===== src/rtl/core/htbd_pkg.sv =====
package htbd_pkg;

  // Default sizes of the node table and of the longest code word.
  localparam int unsigned MAX_NODES_DEF    = 512;
  localparam int unsigned MAX_CODE_LEN_DEF = 32;

  // Fixed field widths of the stream items.
  localparam int unsigned CODE_W     = 32;
  localparam int unsigned LEN_W      = 6;
  localparam int unsigned SYM_W      = 8;
  localparam int unsigned S_DATA_W   = 48;
  localparam int unsigned M_DATA_W   = 8;
  localparam int unsigned STATUS_W   = 2;

  // Depth of the queue between the intake and the tree walker.
  localparam int unsigned QUEUE_DEPTH = 2;

  typedef enum logic {
    CMD_LOAD   = 1'b0,
    CMD_DECODE = 1'b1
  } cmd_t;

  typedef enum logic [STATUS_W-1:0] {
    ST_OK       = 2'd0,
    ST_BAD_PATH = 2'd1,
    ST_FULL     = 2'd2
  } status_t;

  typedef enum logic [1:0] {
    S_IDLE,
    S_DEC_WAIT,
    S_LOAD_STEP,
    S_LOAD_WAIT
  } walk_state_t;

  // One classified input item as it sits in the queue.
  typedef struct packed {
    cmd_t              cmd;
    logic [CODE_W-1:0] code_bits;
    logic [LEN_W-1:0]  code_length;
    logic [SYM_W-1:0]  symbol;
    logic              bit_in;
  } item_t;

  // Head of the queue as seen by the tree walker.
  typedef struct packed {
    logic  valid;
    item_t item;
  } queue_head_t;

endpackage


===== src/rtl/core/htbd_front.sv =====
module htbd_front (
  input  logic                          clk,
  input  logic                          rst,
  input  logic                          s_axis_tvalid,
  output logic                          s_axis_tready,
  // code_bits[31:0], code_length[37:32], symbol[45:38], bit_in[46], zero pad[47]
  input  logic [htbd_pkg::S_DATA_W-1:0] s_axis_tdata,
  // command[0]
  input  logic [0:0]                    s_axis_tuser,
  output htbd_pkg::queue_head_t         head,
  input  logic                          pop
);

  localparam int unsigned QAW = (htbd_pkg::QUEUE_DEPTH > 1) ? $clog2(htbd_pkg::QUEUE_DEPTH) : 1;
  localparam int unsigned CW  = $clog2(htbd_pkg::QUEUE_DEPTH + 1);

  htbd_pkg::item_t  q [htbd_pkg::QUEUE_DEPTH];
  htbd_pkg::item_t  in_item;
  logic [QAW-1:0]   wr_ptr;
  logic [QAW-1:0]   rd_ptr;
  logic [CW-1:0]    count;
  logic             push;
  logic             do_pop;

  // Split the beat into its fields and classify the command.
  always_comb begin
    in_item.cmd         = htbd_pkg::cmd_t'(s_axis_tuser[0]);
    in_item.code_bits   = s_axis_tdata[31:0];
    in_item.code_length = s_axis_tdata[37:32];
    in_item.symbol      = s_axis_tdata[45:38];
    in_item.bit_in      = s_axis_tdata[46];
  end

  assign s_axis_tready = (count != CW'(htbd_pkg::QUEUE_DEPTH));
  assign push          = s_axis_tvalid && s_axis_tready;
  assign do_pop        = pop && (count != '0);

  assign head.valid = (count != '0);
  assign head.item  = q[rd_ptr];

  // Queue storage.
  always_ff @(posedge clk) begin
    if (push) begin
      q[wr_ptr] <= in_item;
    end
  end

  // Queue pointers and fill count.
  always_ff @(posedge clk) begin
    if (rst) begin
      wr_ptr <= '0;
      rd_ptr <= '0;
      count  <= '0;
    end else begin
      if (push) begin
        wr_ptr <= (wr_ptr == QAW'(htbd_pkg::QUEUE_DEPTH - 1)) ? '0 : wr_ptr + 1'b1;
      end
      if (do_pop) begin
        rd_ptr <= (rd_ptr == QAW'(htbd_pkg::QUEUE_DEPTH - 1)) ? '0 : rd_ptr + 1'b1;
      end
      if (push && !do_pop) begin
        count <= count + 1'b1;
      end else if (do_pop && !push) begin
        count <= count - 1'b1;
      end
    end
  end

endmodule


===== config.mk =====
export PLATFORM = sky130hd
export DESIGN_NAME = htbd_front
export DESIGN_NICKNAME = d
export VERILOG_FILES = /design/src/rtl/core/htbd_pkg.sv /design/src/rtl/core/htbd_front.sv
export SDC_FILE = /design/constraint.sdc
export NUM_CORES = 1
export LEC_CHECK = 0
export ABC_AREA = 1
export BUFFER_PORTS_ARGS = -buffer_cell sky130_fd_sc_hd__buf_2
export CAP_MARGIN = 10
export CORE_ASPECT_RATIO = 1.75
export CORE_MARGIN = 3
export CORE_UTILIZATION = 40
export DETAILED_ROUTE_END_ITERATION = 12
export SLEW_MARGIN = 20
export SYNTH_ARGS = -nofsm -noshare
export SYNTH_HDL_FRONTEND = slang
export SYNTH_SLANG_ARGS = --single-unit

===== constraint.sdc =====
create_clock -name clk -period 4.4 [get_ports clk]
set_input_delay 0.88 -clock clk [delete_from_list [all_inputs] [get_ports clk]]
set_output_delay 0.88 -clock clk [all_outputs]
set_load 0.01 [all_outputs]

# Yosys cells after proc, flatten, opt, wreduce, memory -nomap -nowiden
# Memory sizes are Yosys's and may differ from the RTL's. A register that Yosys moved wholly into a read port is not among the register bits.
# Index checks and enable logic that the tools add are counted.
dict set report op_classes {
  add_sub_neg 4
  n_reduce_logical 8
  n_mux 8
  eq_ne 1
}
# op n
set ops {}
lappend ops {{$mux 1} 6}
lappend ops {{$logic_and 1x1->1} 4}
lappend ops {{$mux 2} 2}
lappend ops {{$reduce_bool 2->1} 2}
lappend ops {{$add 1x1->1 const B} 2}
lappend ops {{$add 2x1->2 const B} 1}
lappend ops {{$logic_not 1->1} 2}
lappend ops {{$ne 2x2->1 const B} 1}
lappend ops {{$sub 2x1->2 const B} 1}
dict set report totals {
  in_bits 53
  n_memories 1
  elab_cells 25
  ramBits 96
  out_inout_bits 50
  regBits 4
}
# name words word_bits rd rd_ports_with_merged_regs write_ports line_no
set memory_table {}
lappend memory_table {q 2 48 1 1 1 htbd_front.sv:17} ;# htbd_pkg::item_t q [htbd_pkg::QUEUE_DEPTH];

# Depth between registers and ports, before layout
dict set report logic_depth {
  ltp_word 6
  ltp_mapped 11
  depth_no_buf 11
}

# Least setup slack after synthesis
# No wires, ideal clock.
dict set report synth_timing {
  kind {input port to flip-flop}
  from {input port s_axis_tvalid}
  to {memory q[0][0] in the netlist's numbering, enable pin}
  setup_time_ps 454
  path_buffers 0
  path_slack_ps 959
  arrival_ps 2987
  required_ps 3946
  stages 2
  path_cell_list {nand2_1 nor2_1}
}
dict set report synth_between {
  elab_chain_cells 3
}
# item line_no
set synth_lines {}
lappend synth_lines {{start: declaration} htbd_front.sv:4} ;# input logic s_axis_tvalid,
lappend synth_lines {{$logic_and 1x1->1} htbd_front.sv:35} ;# assign push = s_axis_tvalid && s_axis_tready;
lappend synth_lines {{$mux 1} htbd_front.sv:43} ;# if (push) begin
lappend synth_lines {{$mux 1 (not written as such)} htbd_front.sv:44} ;# q[wr_ptr] <= in_item;
lappend synth_lines {{end: declaration} htbd_front.sv:17}
# No other way between the ends.

==> metrics <==
die area 10700 um2; YS warnings 0; fin cells 421; n_diodes 0; P&R area growth vs syn 24.19%; outcome complete, no violations; Clk pin slew, worst setup/hold paths 0.06 ns; CP max stage cell dfxtp_2; fillers 766; Design Power 0.002584 W; Max VDD drop 0.3015 mV; IO Port Bufs 101; leak pwr 1.818 nW; final hold violation count 0; Placement Setup Slack 1.709 ns; Max Fclk 336.9 MHz; cts hold-fix bufs 0; wirelength, routed 6.580 mm; Setup Fix Bufs, Post-CTS 0; CP startpoint kind flop; final cycle utilization of the critical path 67.46%; num rows 46; setup violators final 0; ranking of synthesized cells by area edfxtp_1, mux2_2, mux2_4, dfxtp_1, nand2_1; Syn Inst Count 186; FF+latch count, synth 101; drt pass-1 iters 4; setup TNS 0 ns; # DRC 0; Synth area leader edfxtp_1; worst path required time 3.52 ns; nets 350; Most used DFF post-synth edfxtp_1; I/O pin total 103; Worst Path Buf+Inv 2; vias in the first global route 2029; met2 Usage GRT 23.21%; worst r2r dst q[0][11]; FFs w/ async S/R, synth 0%; count leader, synth edfxtp_1; max cap viols 0; unrepaired setup endpoints after global routing false; Post-Syn Nets 240; M3 GR Usage 3.204%; Critical path destination head[28]; first-pass GRT wire length 10.01 mm; htree depth 3; Clock Skew 0.004512 ns; register area share after synthesis 78.89%; CP Data Arrival Time 2.09 ns; CTS Sinks 101; Levels on crit path 3; initial antenna violation count 0; Iteration-0 DRC Markers 79; Routed wire per std cell 15.63 um; syn avg cell area 20.33 um2; crit path setup slack, layout 1.432 ns; reg-to-reg slack, setup 2.26 ns; area share of the largest cell type after synthesis 76.24%; hold depth 2; CTS buffer count 9; GRT busiest layer met2; DP HPWL 4.448 mm; GP Congestion 0.6658; Die Y 134.6 um; global route overflow 0; Bufs on Longest Clock Path 2; critical path class flop to output pin; via count 1955; GRT Total Usage 12.72%; post-cts sizing count 0; post-synth cell types 14; Placed Cells 405; Antenna Nets Post-Route 0; post-synthesis cell area 3781 um2; RR Startpoint count[0]; starting density of the core 41.32%; worst r2r path cells 5; CTS root buf clkbuf_16; Clk Latency, worst-skew pair 0.33 ns; crit-path cells buf_4, mux2_2, buf_2; CP delay by family, top flip-flops; Max-Slew Margin vs Limit 42.17%; EDFF count, synth 96; Worst Tran Pin Value 0.8653 ns; Max FO, Critical Path 28; final-report max-slew violation count 0; Via-to-Cell Ratio 4.644; worst stage delay on the critical path 0.67 ns; PD cells 550.2 nW/um2; minimum clock period 2.968 ns; GR Util met1 12.20%; largest net degree at the start of global routing 30; CTS tree done; layout cells sized above 1 55.48%; DIE WIDTH 79.50 um; crit path capture type output pin; core area 9151 um2; commonest cells in the netlist edfxtp_1, mux2_2, mux2_4; worst hold path class flop to flop
==> final cells by class <==
type	instances	area [um2]	area share (%)
well taps	120	150.1	3.197
clock inverters	2	10.01	0.2132
flip-flops and latches	101	2984	63.55
clock buffers	14	254.0	5.409
repair buffers	104	528.0	11.24
inverters	8	30.03	0.6395
multi-input cells	72	739.5	15.75
==> power by group <==
group	switching, W	total, W	internal [W]
combinational	0.000321	0.000615	0.000295
sequential	0.0000554	0.00127	0.00122
clock	0.000298	0.000696	0.000397
total	0.000675	0.00258	0.00191
==> stage by stage <==
step	hold WS [ns]	utilization (%)	instance area [um2]
after floorplan	0.4645	-	3781
after global placement	0.4787	48.43	4432
after detailed placement	0.5095	48.43	4432
after CTS	0.5274	51.31	4696
after global routing	0.5534	51.31	4696
final	0.5165	51.31	4696
==> worst register-to-register path, delay by kind of cell, from the launching register on <==
family                 cells  cell delay, ns
buffers and inverters      2            0.52
flip-flops                 1            0.33
AND/OR/NAND/NOR            3            0.96
==> layer usage <==
| metal | up-vias | part of all wire (%) |
|---|---|---|
| li1 | 928 | - |
| met1 | 954 | 34 |
| met2 | 59 | 57 |
| met3 | 14 | 5.9 |
| met4 | 0 | 3.2 |
| met5 | - | 0 |
==> cell families (layout without fill, tap and decap cells) <==
kind of cell	Yosys count	after routing	share of synthesized area (%)
simple gates	19	19	2.019
mux	48	48	16.28
buf+inv	13	128	1.952
fa+ha+maj	1	1	0.3309
compound gates	4	4	0.5295
flops	101	101	78.89
==> state kept, by name (all words and copies together), names as in the netlist, named ones only <==
| name | flops |
|---|---|
| rd_ptr | 1 |
| count | 2 |
| q | 96 |
| wr_ptr | 1 |
==> cells in the final DEF (no fill, tap or decap) <==
cell type    n
nand4_1      1
mux2_2      28
inv_1        8
dfxtp_2      1
clkbuf_1     4
a21oi_1      2
nand2_1      9
nor2_4       2
nand3_1      2
ha_1         1
mux2_4      20
nor2_1       5
edfxtp_1    96
dfxtp_1      4
clkinv_2     2
clkbuf_16    9
o21ai_0      2
buf_4        3
clkbuf_8     1
buf_2      101
==> how the worst min path moves through the flow <==
stage | start | to
after floorplan | rd_ptr | flop
after global placement | rd_ptr | rd_ptr
after detailed placement | rd_ptr | flop
after CTS | rd_ptr | flop
after global routing | rd_ptr | flop
final | rd_ptr | flop
Power figures use the tool's default switching activity.
